[src/sv/hwp_pkg.sv]
package hwp_pkg;

    // Fixed limit on the radius register.
    localparam int MAX_RADIUS = 127;

    // Pipeline stage map. CORDIC steps run alongside the divider steps.
    localparam int ATAN_LEN    = 24;
    localparam int DIV_FIRST   = 3;
    localparam int DIV_STEPS   = 33;
    localparam int SQRT_FIRST  = DIV_FIRST + DIV_STEPS;
    localparam int SQRT_STEPS  = 17;
    localparam int COLOR_FIRST = SQRT_FIRST + SQRT_STEPS;
    localparam int NUM_STAGES  = COLOR_FIRST + 4;

    localparam logic [24:0] HUE_HALF   = 25'd11796480;
    localparam logic [22:0] QUAD_Q16   = 23'd5898240;
    localparam logic [15:0] HUE_FULL   = 16'd23040;
    localparam logic [11:0] HUE_SECTOR = 12'd3840;
    localparam logic [20:0] RECIP15    = 21'd1118482;
    localparam logic [16:0] ONE_Q16    = 17'h10000;

    localparam logic [1:0] CFG_RADIUS     = 2'd0;
    localparam logic [1:0] CFG_BRIGHTNESS = 2'd1;

    typedef logic [22:0] t_atan;

    // Arctangent of 2^-i in degrees, Q16, rounded to nearest.
    localparam t_atan ATAN_TABLE [0:ATAN_LEN-1] = '{
        23'd2949120, 23'd1740967, 23'd919879, 23'd466945, 23'd234379, 23'd117304,
        23'd58666, 23'd29335, 23'd14668, 23'd7334, 23'd3667, 23'd1833,
        23'd917, 23'd458, 23'd229, 23'd115, 23'd57, 23'd29,
        23'd14, 23'd7, 23'd4, 23'd2, 23'd1, 23'd0
    };

    typedef struct packed {
        logic [6:0] radius;
        logic [7:0] brightness;
    } t_cfg;

    typedef struct packed {
        logic signed [7:0]  dx;
        logic signed [7:0]  dy;
        logic [7:0]         ax;
        logic [7:0]         ay;
        logic               center;
        logic [15:0]        m2;
        logic [13:0]        r2;
        logic [14:0]        rem;
        logic [13:0]        den;
        logic [32:0]        quo;
        logic signed [29:0] cx;
        logic signed [29:0] cy;
        logic signed [23:0] cz;
        logic [24:0]        hue;
        logic [14:0]        h64;
        logic [2:0]         sector;
        logic [11:0]        ramp;
        logic [19:0]        srem;
        logic [16:0]        root;
        logic [27:0]        prod;
        logic [16:0]        mval;
        logic [16:0]        xv;
        logic [16:0]        c0;
        logic [16:0]        c1;
        logic [16:0]        c2;
        logic [7:0]         red;
        logic [7:0]         green;
        logic [7:0]         blue;
    } t_pipe;

endpackage

[src/sv/hwp_stage.sv]
module hwp_stage import hwp_pkg::*; #(
    parameter int K    = 0,
    parameter int ITER = 16
) (
    input  logic  i_clk,
    input  logic  i_rst_n,
    input  logic  i_load,
    input  logic  i_valid,
    input  t_pipe i_item,
    input  t_cfg  i_cfg,
    output logic  o_valid,
    output t_pipe o_item
);

    localparam int HUE_A = DIV_FIRST + ITER;
    localparam int DJ = (K >= DIV_FIRST && K < DIV_FIRST + DIV_STEPS) ? K - DIV_FIRST : 0;
    localparam int CI = (K >= DIV_FIRST && K < DIV_FIRST + ITER) ? K - DIV_FIRST : 0;
    localparam int SJ = (K >= SQRT_FIRST && K < SQRT_FIRST + SQRT_STEPS) ? K - SQRT_FIRST : 0;

    t_pipe r_item, n_item;
    logic  r_valid, n_valid;

    always_comb begin
        logic [6:0]         rad;
        logic               in_wheel;
        logic [14:0]        dtrial;
        logic signed [29:0] xs;
        logic signed [29:0] ys;
        logic [22:0]        th;
        logic [25:0]        hsum;
        logic [15:0]        hq;
        logic [33:0]        qq;
        logic [19:0]        rem4;
        logic [19:0]        strial;
        logic [19:0]        nq;
        logic [40:0]        p41;
        logic [16:0]        ch0, ch1, ch2;
        logic [17:0]        s0, s1, s2;
        logic [24:0]        b0, b1, b2;

        n_item = i_item;
        rad    = (i_cfg.radius > 7'(MAX_RADIUS)) ? 7'(MAX_RADIUS) : i_cfg.radius;
        in_wheel = (i_item.m2 <= {2'b00, i_item.r2});
        dtrial = '0;
        xs = '0; ys = '0; th = '0; hsum = '0; hq = '0;
        qq = {1'b0, i_item.quo};
        rem4 = '0; strial = '0; nq = '0; p41 = '0;
        ch0 = '0; ch1 = '0; ch2 = '0; s0 = '0; s1 = '0; s2 = '0;
        b0 = '0; b1 = '0; b2 = '0;

        if (K == 1) begin
            n_item.ax = i_item.dx[7] ? 8'(-i_item.dx) : 8'(i_item.dx);
            n_item.ay = i_item.dy[7] ? 8'(-i_item.dy) : 8'(i_item.dy);
            n_item.m2 = 16'({8'd0, n_item.ax} * {8'd0, n_item.ax})
                      + 16'({8'd0, n_item.ay} * {8'd0, n_item.ay});
            n_item.r2 = 14'({7'd0, rad} * {7'd0, rad});
            n_item.center = (i_item.dx == 8'sd0) && (i_item.dy == 8'sd0);
        end

        if (K == 2) begin
            n_item.rem  = i_item.m2[14:0];
            n_item.den  = (i_item.r2 == 14'd0) ? 14'd1 : i_item.r2;
            n_item.quo  = '0;
            n_item.cx   = signed'({2'b00, i_item.ax, 20'd0});
            n_item.cy   = signed'({2'b00, i_item.ay, 20'd0});
            n_item.cz   = '0;
            n_item.srem = '0;
            n_item.root = '0;
        end

        // Restoring division, one quotient bit per stage.
        if (K >= DIV_FIRST && K < DIV_FIRST + DIV_STEPS) begin
            dtrial = (DJ == 0) ? i_item.rem : {i_item.rem[13:0], 1'b0};
            if (dtrial >= {1'b0, i_item.den}) begin
                n_item.quo[32-DJ] = 1'b1;
                n_item.rem        = dtrial - {1'b0, i_item.den};
            end else begin
                n_item.rem = dtrial;
            end
        end

        // Vectoring CORDIC, one rotation per stage.
        if (K >= DIV_FIRST && K < DIV_FIRST + ITER) begin
            xs = i_item.cx >>> CI;
            ys = i_item.cy >>> CI;
            if (!i_item.cy[29]) begin
                n_item.cx = i_item.cx + ys;
                n_item.cy = i_item.cy - xs;
                n_item.cz = i_item.cz + signed'({1'b0, ATAN_TABLE[CI]});
            end else begin
                n_item.cx = i_item.cx - ys;
                n_item.cy = i_item.cy + xs;
                n_item.cz = i_item.cz - signed'({1'b0, ATAN_TABLE[CI]});
            end
        end

        // Clamp the first-quadrant angle and map it around the wheel.
        if (K == HUE_A) begin
            if (i_item.cz[23]) begin
                th = '0;
            end else if (i_item.cz > signed'({1'b0, QUAD_Q16})) begin
                th = QUAD_Q16;
            end else begin
                th = i_item.cz[22:0];
            end
            if (i_item.center) begin
                n_item.hue = HUE_HALF;
            end else begin
                case ({i_item.dx[7], i_item.dy[7]})
                    2'b00:   n_item.hue = HUE_HALF + {2'b00, th};
                    2'b01:   n_item.hue = HUE_HALF - {2'b00, th};
                    2'b10:   n_item.hue = {HUE_HALF[23:0], 1'b0} - {2'b00, th};
                    default: n_item.hue = {2'b00, th};
                endcase
            end
        end

        if (K == HUE_A + 1) begin
            hsum = {1'b0, i_item.hue} + 26'd512;
            hq   = hsum[25:10];
            if (hq >= HUE_FULL) begin
                n_item.h64 = '0;
            end else begin
                n_item.h64 = hq[14:0];
            end
        end

        if (K == HUE_A + 2) begin
            if (i_item.h64 >= 15'(5 * HUE_SECTOR)) begin
                n_item.sector = 3'd5;
                n_item.ramp   = 12'(i_item.h64 - 15'(5 * HUE_SECTOR));
            end else if (i_item.h64 >= 15'(4 * HUE_SECTOR)) begin
                n_item.sector = 3'd4;
                n_item.ramp   = 12'(i_item.h64 - 15'(4 * HUE_SECTOR));
            end else if (i_item.h64 >= 15'(3 * HUE_SECTOR)) begin
                n_item.sector = 3'd3;
                n_item.ramp   = 12'(i_item.h64 - 15'(3 * HUE_SECTOR));
            end else if (i_item.h64 >= 15'(2 * HUE_SECTOR)) begin
                n_item.sector = 3'd2;
                n_item.ramp   = 12'(i_item.h64 - 15'(2 * HUE_SECTOR));
            end else if (i_item.h64 >= 15'(HUE_SECTOR)) begin
                n_item.sector = 3'd1;
                n_item.ramp   = 12'(i_item.h64 - 15'(HUE_SECTOR));
            end else begin
                n_item.sector = 3'd0;
                n_item.ramp   = i_item.h64[11:0];
            end
            if (n_item.sector[0]) begin
                n_item.ramp = HUE_SECTOR - n_item.ramp;
            end
        end

        // Digit-recurrence square root, one result bit per stage.
        if (K >= SQRT_FIRST && K < SQRT_FIRST + SQRT_STEPS) begin
            rem4   = {i_item.srem[17:0], qq[33-2*SJ -: 2]};
            strial = {1'b0, i_item.root, 2'b01};
            if (rem4 >= strial) begin
                n_item.srem = rem4 - strial;
                n_item.root = {i_item.root[15:0], 1'b1};
            end else begin
                n_item.srem = rem4;
                n_item.root = {i_item.root[15:0], 1'b0};
            end
        end

        if (K == COLOR_FIRST) begin
            n_item.prod = 28'({12'd0, i_item.root} * {17'd0, i_item.ramp});
            n_item.mval = ONE_Q16 - i_item.root;
        end

        // Division by 3840: drop eight bits, then multiply by a reciprocal of 15.
        if (K == COLOR_FIRST + 1) begin
            nq = i_item.prod[27:8];
            p41 = {21'd0, nq} * {20'd0, RECIP15};
            n_item.xv = p41[40:24];
        end

        if (K == COLOR_FIRST + 2) begin
            case (i_item.sector)
                3'd0: begin ch0 = i_item.root; ch1 = i_item.xv;   ch2 = '0;          end
                3'd1: begin ch0 = i_item.xv;   ch1 = i_item.root; ch2 = '0;          end
                3'd2: begin ch0 = '0;          ch1 = i_item.root; ch2 = i_item.xv;   end
                3'd3: begin ch0 = '0;          ch1 = i_item.xv;   ch2 = i_item.root; end
                3'd4: begin ch0 = i_item.xv;   ch1 = '0;          ch2 = i_item.root; end
                default: begin ch0 = i_item.root; ch1 = '0;       ch2 = i_item.xv;   end
            endcase
            s0 = {1'b0, ch0} + {1'b0, i_item.mval};
            s1 = {1'b0, ch1} + {1'b0, i_item.mval};
            s2 = {1'b0, ch2} + {1'b0, i_item.mval};
            n_item.c0 = (s0 > {1'b0, ONE_Q16}) ? ONE_Q16 : s0[16:0];
            n_item.c1 = (s1 > {1'b0, ONE_Q16}) ? ONE_Q16 : s1[16:0];
            n_item.c2 = (s2 > {1'b0, ONE_Q16}) ? ONE_Q16 : s2[16:0];
        end

        if (K == COLOR_FIRST + 3) begin
            b0 = {8'd0, i_item.c0} * {17'd0, i_cfg.brightness};
            b1 = {8'd0, i_item.c1} * {17'd0, i_cfg.brightness};
            b2 = {8'd0, i_item.c2} * {17'd0, i_cfg.brightness};
            n_item.red   = b0[23:16];
            n_item.green = b1[23:16];
            n_item.blue  = b2[23:16];
        end

        // Pixels outside the wheel are dropped right after the inside test.
        n_valid = i_valid && ((K != 2) || in_wheel);
    end

    always_ff @(posedge i_clk) begin
        if (!i_rst_n) begin
            r_valid <= 1'b0;
        end else if (i_load) begin
            r_valid <= n_valid;
        end
    end

    always_ff @(posedge i_clk) begin
        if (i_load) begin
            r_item <= n_item;
        end
    end

    assign o_valid = r_valid;
    assign o_item  = r_item;

endmodule

[config.mk]
export PLATFORM = sky130hd
export DESIGN_NAME = hwp_stage
export DESIGN_NICKNAME = d
export VERILOG_FILES = /design/src/sv/hwp_pkg.sv /design/src/sv/hwp_stage.sv
export SDC_FILE = /design/constraint.sdc
export NUM_CORES = 1
export LEC_CHECK = 0
export ABC_CLOCK_PERIOD_IN_PS = 800
export BUFFER_PORTS_ARGS = -buffer_cell sky130_fd_sc_hd__buf_2
export CELL_PAD_IN_SITES_DETAIL_PLACEMENT = 1
export CELL_PAD_IN_SITES_GLOBAL_PLACEMENT = 1
export CORE_AREA = 4 4 346 348
export DETAILED_ROUTE_END_ITERATION = 7
export DIE_AREA = 0 0 350 352
export PLACE_DENSITY_LB_ADDON = 0.1
export RECOVER_POWER = 25
export SYNTH_ARGS = -nofsm -noshare
export SYNTH_HDL_FRONTEND = slang
export SYNTH_SLANG_ARGS = --single-unit
[constraint.sdc]
create_clock -name i_clk -period 0.8 [get_ports i_clk]
set_input_delay 0.04 -clock i_clk [delete_from_list [all_inputs] [get_ports i_clk]]
set_output_delay 0.04 -clock i_clk [all_outputs]
set_load 0.03 [all_outputs]
==> results.ini, run 1 <==
[route]
finalWirelength_um=64300
first_pass_iters=4
viasPerCell=3.00
drc=0
wl_per_cell_um=18.6
ant_nets=0
vias=10400
dr.first_iter.drc_count=415

[global_routing]
antenna_found_initial=5
grt_usage=0.101
grt_max_degree=35
grt_pass1_vias=12500
grt_pass1_wl_um=89000
grt-ovfl-total=0

[setup_path]
timing.rr.start=o_valid
critPathLaunchType=flip-flop
slowest_stage=edfxtp_1
crit_cells=1
r2r_cells=2
critPathRequiredTime_ps=760
slowest_delay_ps=460
reg2reg_setup_slack_ps=180
critical-path-top-delay-family=flip-flops
worstSetupEndpointType=output port
worst-path-buf-inv=1
arrival_ps=1260
path_cells=buf_6
worstPathMaxFanout=1
criticalPathCategory=reg -> out
r2r_end=o_valid

[yosys]
synth_nets=898
syn_avg_cell_area_um2=29.9
synth_top_family_by_area=multiplexers
synth_area_leaders=edfxtp_1 (100%), dfxtp_1 (0.15%), mux2i_1 (0.076%)
synth_top_area_frac=0.997
synth_top_cell_by_area=edfxtp_1
synth.most_common_cell=edfxtp_1
post_synth_num_cell_types=4
synthArstFlopShare=0
yosys.area_share.xor_xnor=0
seq_area_frac_synth=0.999
synth-seq-cells=439
syn_area_mm2=0.0132
muxShareOfSynthArea=0.000759
synth_edf_count=438
syn_inst=441
yosys-top-cells-count=edfxtp_1 (438), dfxtp_1 (1), mux2i_1 (1), nor2b_1 (1)
synth-main-ff-cell=edfxtp_1
synth-warning-count=0
yosys.area_share.adder=0
yosys.area_share.simple=0.000474
synth_compound_area_frac=0

[die]
fp.dieArea_mm2=0.123
die_w_um=350
start_util=0.113
core_area_mm2=0.116
rows=125
ios=896
die_y_um=352

[clock_network]
postCtsSetupRepairBufs=0
cts-root-buf=clkbuf_16
numCtsBuffers=55
insertion_delay_ps=600
h-tree-depth=2
clock-sinks=439
cts_tree=built
clk_path_buf_depth=3
path_clk_slew_ps=60

[hold_path]
hold_class=in -> reg
hold_path_end=o_item[317]
holdPathStages=2
worstHoldStart=i_item[317]

[finish]
layout-drive-gt1-share=0.521
layout.nets=2338
area_growth_pct=120
multi_input_area_um2=16.3
register_area_mm2=0.0132
fill_cells=12600

[power]
peakVddDrop_uv=1300
p_per_area_mw_per_mm2=2200
p_leak_nw=11.7

[timing]
fin_crit_ps=1300
finalClockSkew_ps=0
worst_slew_pin_slew_ps=340
hold_ws_ps=132
rsz0062_at_grt=yes
layout_setup_ws_ps=-501
slew_headroom=0.773
maxSlewViolCount=0
setup_viol=439
fmax_ghz=0.769
timing.setup.tns_ps=-169900
period_share=1.63
hold_viol=0

[placement]
place_congestion=0.769
dp_slack_ps=-264
io_buffers=880
place_hpwl_um=51000

[run_status]
status=complete, but fails checks
violations=setup timing

[run]
cap_violations=0

## cell usage in the layout, fill, tap and decap left out
master,Yosys,layout
dlygate4sd3_1,0,444
buf_6,0,439
edfxtp_1,438,438
buf_2,0,428
clkbuf_16,0,57
buf_4,0,48
clkbuf_1,0,28
clkinv_2,0,12
clkinv_1,0,10
buf_12,0,10
bufinv_16,0,3
clkbuf_2,0,2
diode_2,0,1
mux2i_1,1,1
nor2b_1,1,1
clkinv_4,0,1
inv_6,0,1
buf_8,0,1
dfxtp_2,0,1
## kinds of logic after synthesis
| logic type | Yosys count |
|---|---|
| flip-flops | 439 |
| multiplexers | 1 |
| AND/OR/NAND/NOR | 1 |
## metrics by stage
stage / util / std cells / total power (W) / cell area (um^2)
floorplan: - / 441 / 0.0320 / 13200
global placement: 0.173 / 2903 / 0.0364 / 20100
detailed placement: 0.173 / 2903 / 0.0364 / 20100
CTS: 0.249 / 3449 / 0.0654 / 29000
global route: 0.249 / 3449 / 0.0667 / 28900
finish: 0.249 / 3450 / 0.0637 / 29000
## repair_timing
item | 4_1_cts | 5_1_grt
resized for setup | 879 | 3
hold buffers | 445 | 0
endpoints found under the hold margin | 482 | 0
setup endpoints to repair | 439 | 812
## layout make-up
cell class,count,area share
repair buffers,1383,0.420
flip-flops and latches,439,0.455
multi-input cells,2,0.000562
clock inverters,27,0.00709
well taps,1524,0.0659
diodes,1,0.0000864
clock buffers,74,0.0515
## how the worst max path moves through the flow
stage                startpoint           to  slack [ps]
floorplan               o_valid      o_valid          50
global placement         i_load  o_item[318]        -250
detailed placement       i_load  o_item[343]        -260
CTS                 o_item[433]  o_item[433]        -600
global route        o_item[433]  o_item[433]        -590
finish              o_item[433]  o_item[433]        -500
## per-layer routing
metal,routed length [um],GRT usage,up-vias
met1,19700,0.0896,5057
met5,13,0,-
met3,5570,0.0362,104
li1,-,-,4713
met2,37000,0.204,484
met4,1960,0.0359,2
## flip-flops by register name, summed over array words and instances, names as in the netlist
register	cells
o_item	438
o_valid	1
## where the power goes
part	switching, W	total, W	internal, W	leakage [nW]
sequential	0.000914	0.0283	0.0274	4.30
clock	0.00977	0.0237	0.0139	0.836
combinational	0.00608	0.0117	0.00559	6.56
Note: power is estimated with default switching activity, not from simulation.
==> run 2: changes to the inputs <==
--- a/config.mk
+++ b/config.mk
@@ -7,13 +7,15 @@
 export LEC_CHECK = 0
 export ABC_CLOCK_PERIOD_IN_PS = 800
 export BUFFER_PORTS_ARGS = -buffer_cell sky130_fd_sc_hd__buf_2
+export CAP_MARGIN = 20
 export CELL_PAD_IN_SITES_DETAIL_PLACEMENT = 1
 export CELL_PAD_IN_SITES_GLOBAL_PLACEMENT = 1
 export CORE_AREA = 4 4 346 348
 export DETAILED_ROUTE_END_ITERATION = 7
 export DIE_AREA = 0 0 350 352
 export PLACE_DENSITY_LB_ADDON = 0.1
-export RECOVER_POWER = 25
+export RECOVER_POWER = 100
+export SLEW_MARGIN = 10
 export SYNTH_ARGS = -nofsm -noshare
 export SYNTH_HDL_FRONTEND = slang
 export SYNTH_SLANG_ARGS = --single-unit
==> run 2 against run 1 <==
- the flow still finishes with violations (setup timing)
- clock-buffer cell count unchanged
- setup slack barely moved
- first-iteration DRC count is 0.96% higher
- cell area down 0.30%
- non-clock buffer count is the same
- sequential share of layout area up 0.14 points
- final cell count unchanged
- clock power about the same
- power barely moved
- maximum frequency hardly changed
- critical endpoint unchanged
- highest routed layer unchanged
==> results.ini, run 2 (synthesized netlist as in run 1, its figures left out) <==
[run_status]
violations=setup timing
status=complete, but fails checks

[timing]
maxSlewViolCount=0
timing.setup.tns_ps=-221160
setup_viol=839
period_share=1.63
worst_slew_pin_slew_ps=368
rsz0062_at_grt=yes
hold_viol=0
layout_setup_ws_ps=-501
fin_crit_ps=1300
finalClockSkew_ps=0
fmax_ghz=0.769
slew_headroom=0.754

[power]
power_w=0.0636
p_leak_nw=11.5
p_per_area_mw_per_mm2=2200
peakVddDrop_uv=1280

[clock_network]
clock-sinks=439
h-tree-depth=2
cts_tree=built
postCtsSetupRepairBufs=0
clk_path_buf_depth=3
path_clk_slew_ps=60
cts-root-buf=clkbuf_16
numCtsBuffers=55
insertion_delay_ps=600

[setup_path]
critical-path-top-delay-family=flip-flops
worstPathMaxFanout=1
arrival_ps=1260
critPathRequiredTime_ps=760
r2r_cells=2
critPathLaunchType=flip-flop
slowest_delay_ps=460
path_cells=buf_6
slowest_stage=edfxtp_1
crit_cells=1
criticalPathCategory=reg -> out
worst-path-buf-inv=1
worstSetupEndpointType=output port

[global_routing]
grt_pass1_vias=12500
grt_max_degree=35
grt_pass1_wl_um=89000
grt_usage=0.101
antenna_found_initial=5
grt-ovfl-total=0

[route]
finalWirelength_um=64300
vias=10400
wl_per_cell_um=18.6
viasPerCell=3.01
dr.first_iter.drc_count=419
ant_nets=0
first_pass_iters=6
drc=0

[die]
start_util=0.113
rows=125
core_area_mm2=0.116
die_y_um=352
die_w_um=350
ios=896
fp.dieArea_mm2=0.123

[finish]
layout-drive-gt1-share=0.496
layout_common_cells=dlygate4sd3_1 (444), buf_6 (440), edfxtp_1 (438)
layout.nets=2338
fill_cells=12700
area_growth_pct=119
final_common_cell=dlygate4sd3_1
largest_reg_flops=438

[run]
cap_violations=0

[hold_path]
holdPathStages=2
hold_class=in -> reg

[placement]
place_hpwl_um=51000
place_congestion=0.769
io_buffers=880

run 2: final timing paths:
| kind | end | start | slack [ps] |
|---|---|---|---|
| worst max-delay path | o_item[433] | o_item[433] | -500 |
| worst min-delay path | o_item[317] | i_item[317] | 130 |
| worst max register to register | o_valid | o_valid | 180 |
| worst min register to register | o_valid | o_valid | 540 |
run 2: timing repair:
action | CTS | global route
hold buffers | 445 | 0
resized for setup | 879 | 3
hold endpoints to repair | 482 | 0
endpoints found under the setup margin | 439 | 812
pin swaps | 0 | 0
run 2: final cells by class:
cell class                      count  area, um^2  share of cell area
Clock inverter                     27         205             0.00711
Multi-Input combinational cell      2        16.3            0.000564
Timing Repair Buffer             1383       12100               0.418
Sequential cell                   439       13200               0.456
Tap cell                         1524        1910              0.0661
Clock buffer                       74        1490              0.0516
Antenna cell                        1        2.50           0.0000867
run 2: report_power, final:
| part | switching, W | leakage, nW | internal, W |
|---|---|---|---|
| registers | 0.000913 | 4.30 | 0.0274 |
| logic | 0.00608 | 6.41 | 0.00554 |
| clock network | 0.00976 | 0.836 | 0.0139 |
| total | 0.0168 | 11.5 | 0.0469 |
run 2: per-stage QoR:
step,instances,instance area (um^2),hold slack (ps),setup WS [ps],util
2_1_floorplan,441,13200,139,48.5,-
3_3_place_gp,2903,20100,217,-248,0.173
3_5_place_dp,2903,20100,218,-264,0.173
4_1_cts,3449,29000,39.6,-605,0.249
5_1_grt,3449,28900,72.4,-592,0.248
6_report,3450,28900,133,-501,0.248
run 2: routing by layer:
| metal | share of wire | routed length, um | GRT usage | vias to the layer above |
|---|---|---|---|---|
| met5 | 0.00020 | 13 | 0 | - |
| met4 | 0.030 | 1960 | 0.0359 | 2 |
| met3 | 0.086 | 5540 | 0.0362 | 104 |
| met2 | 0.58 | 37000 | 0.204 | 482 |
| met1 | 0.31 | 19700 | 0.0896 | 5082 |
| li1 | - | - | - | 4714 |
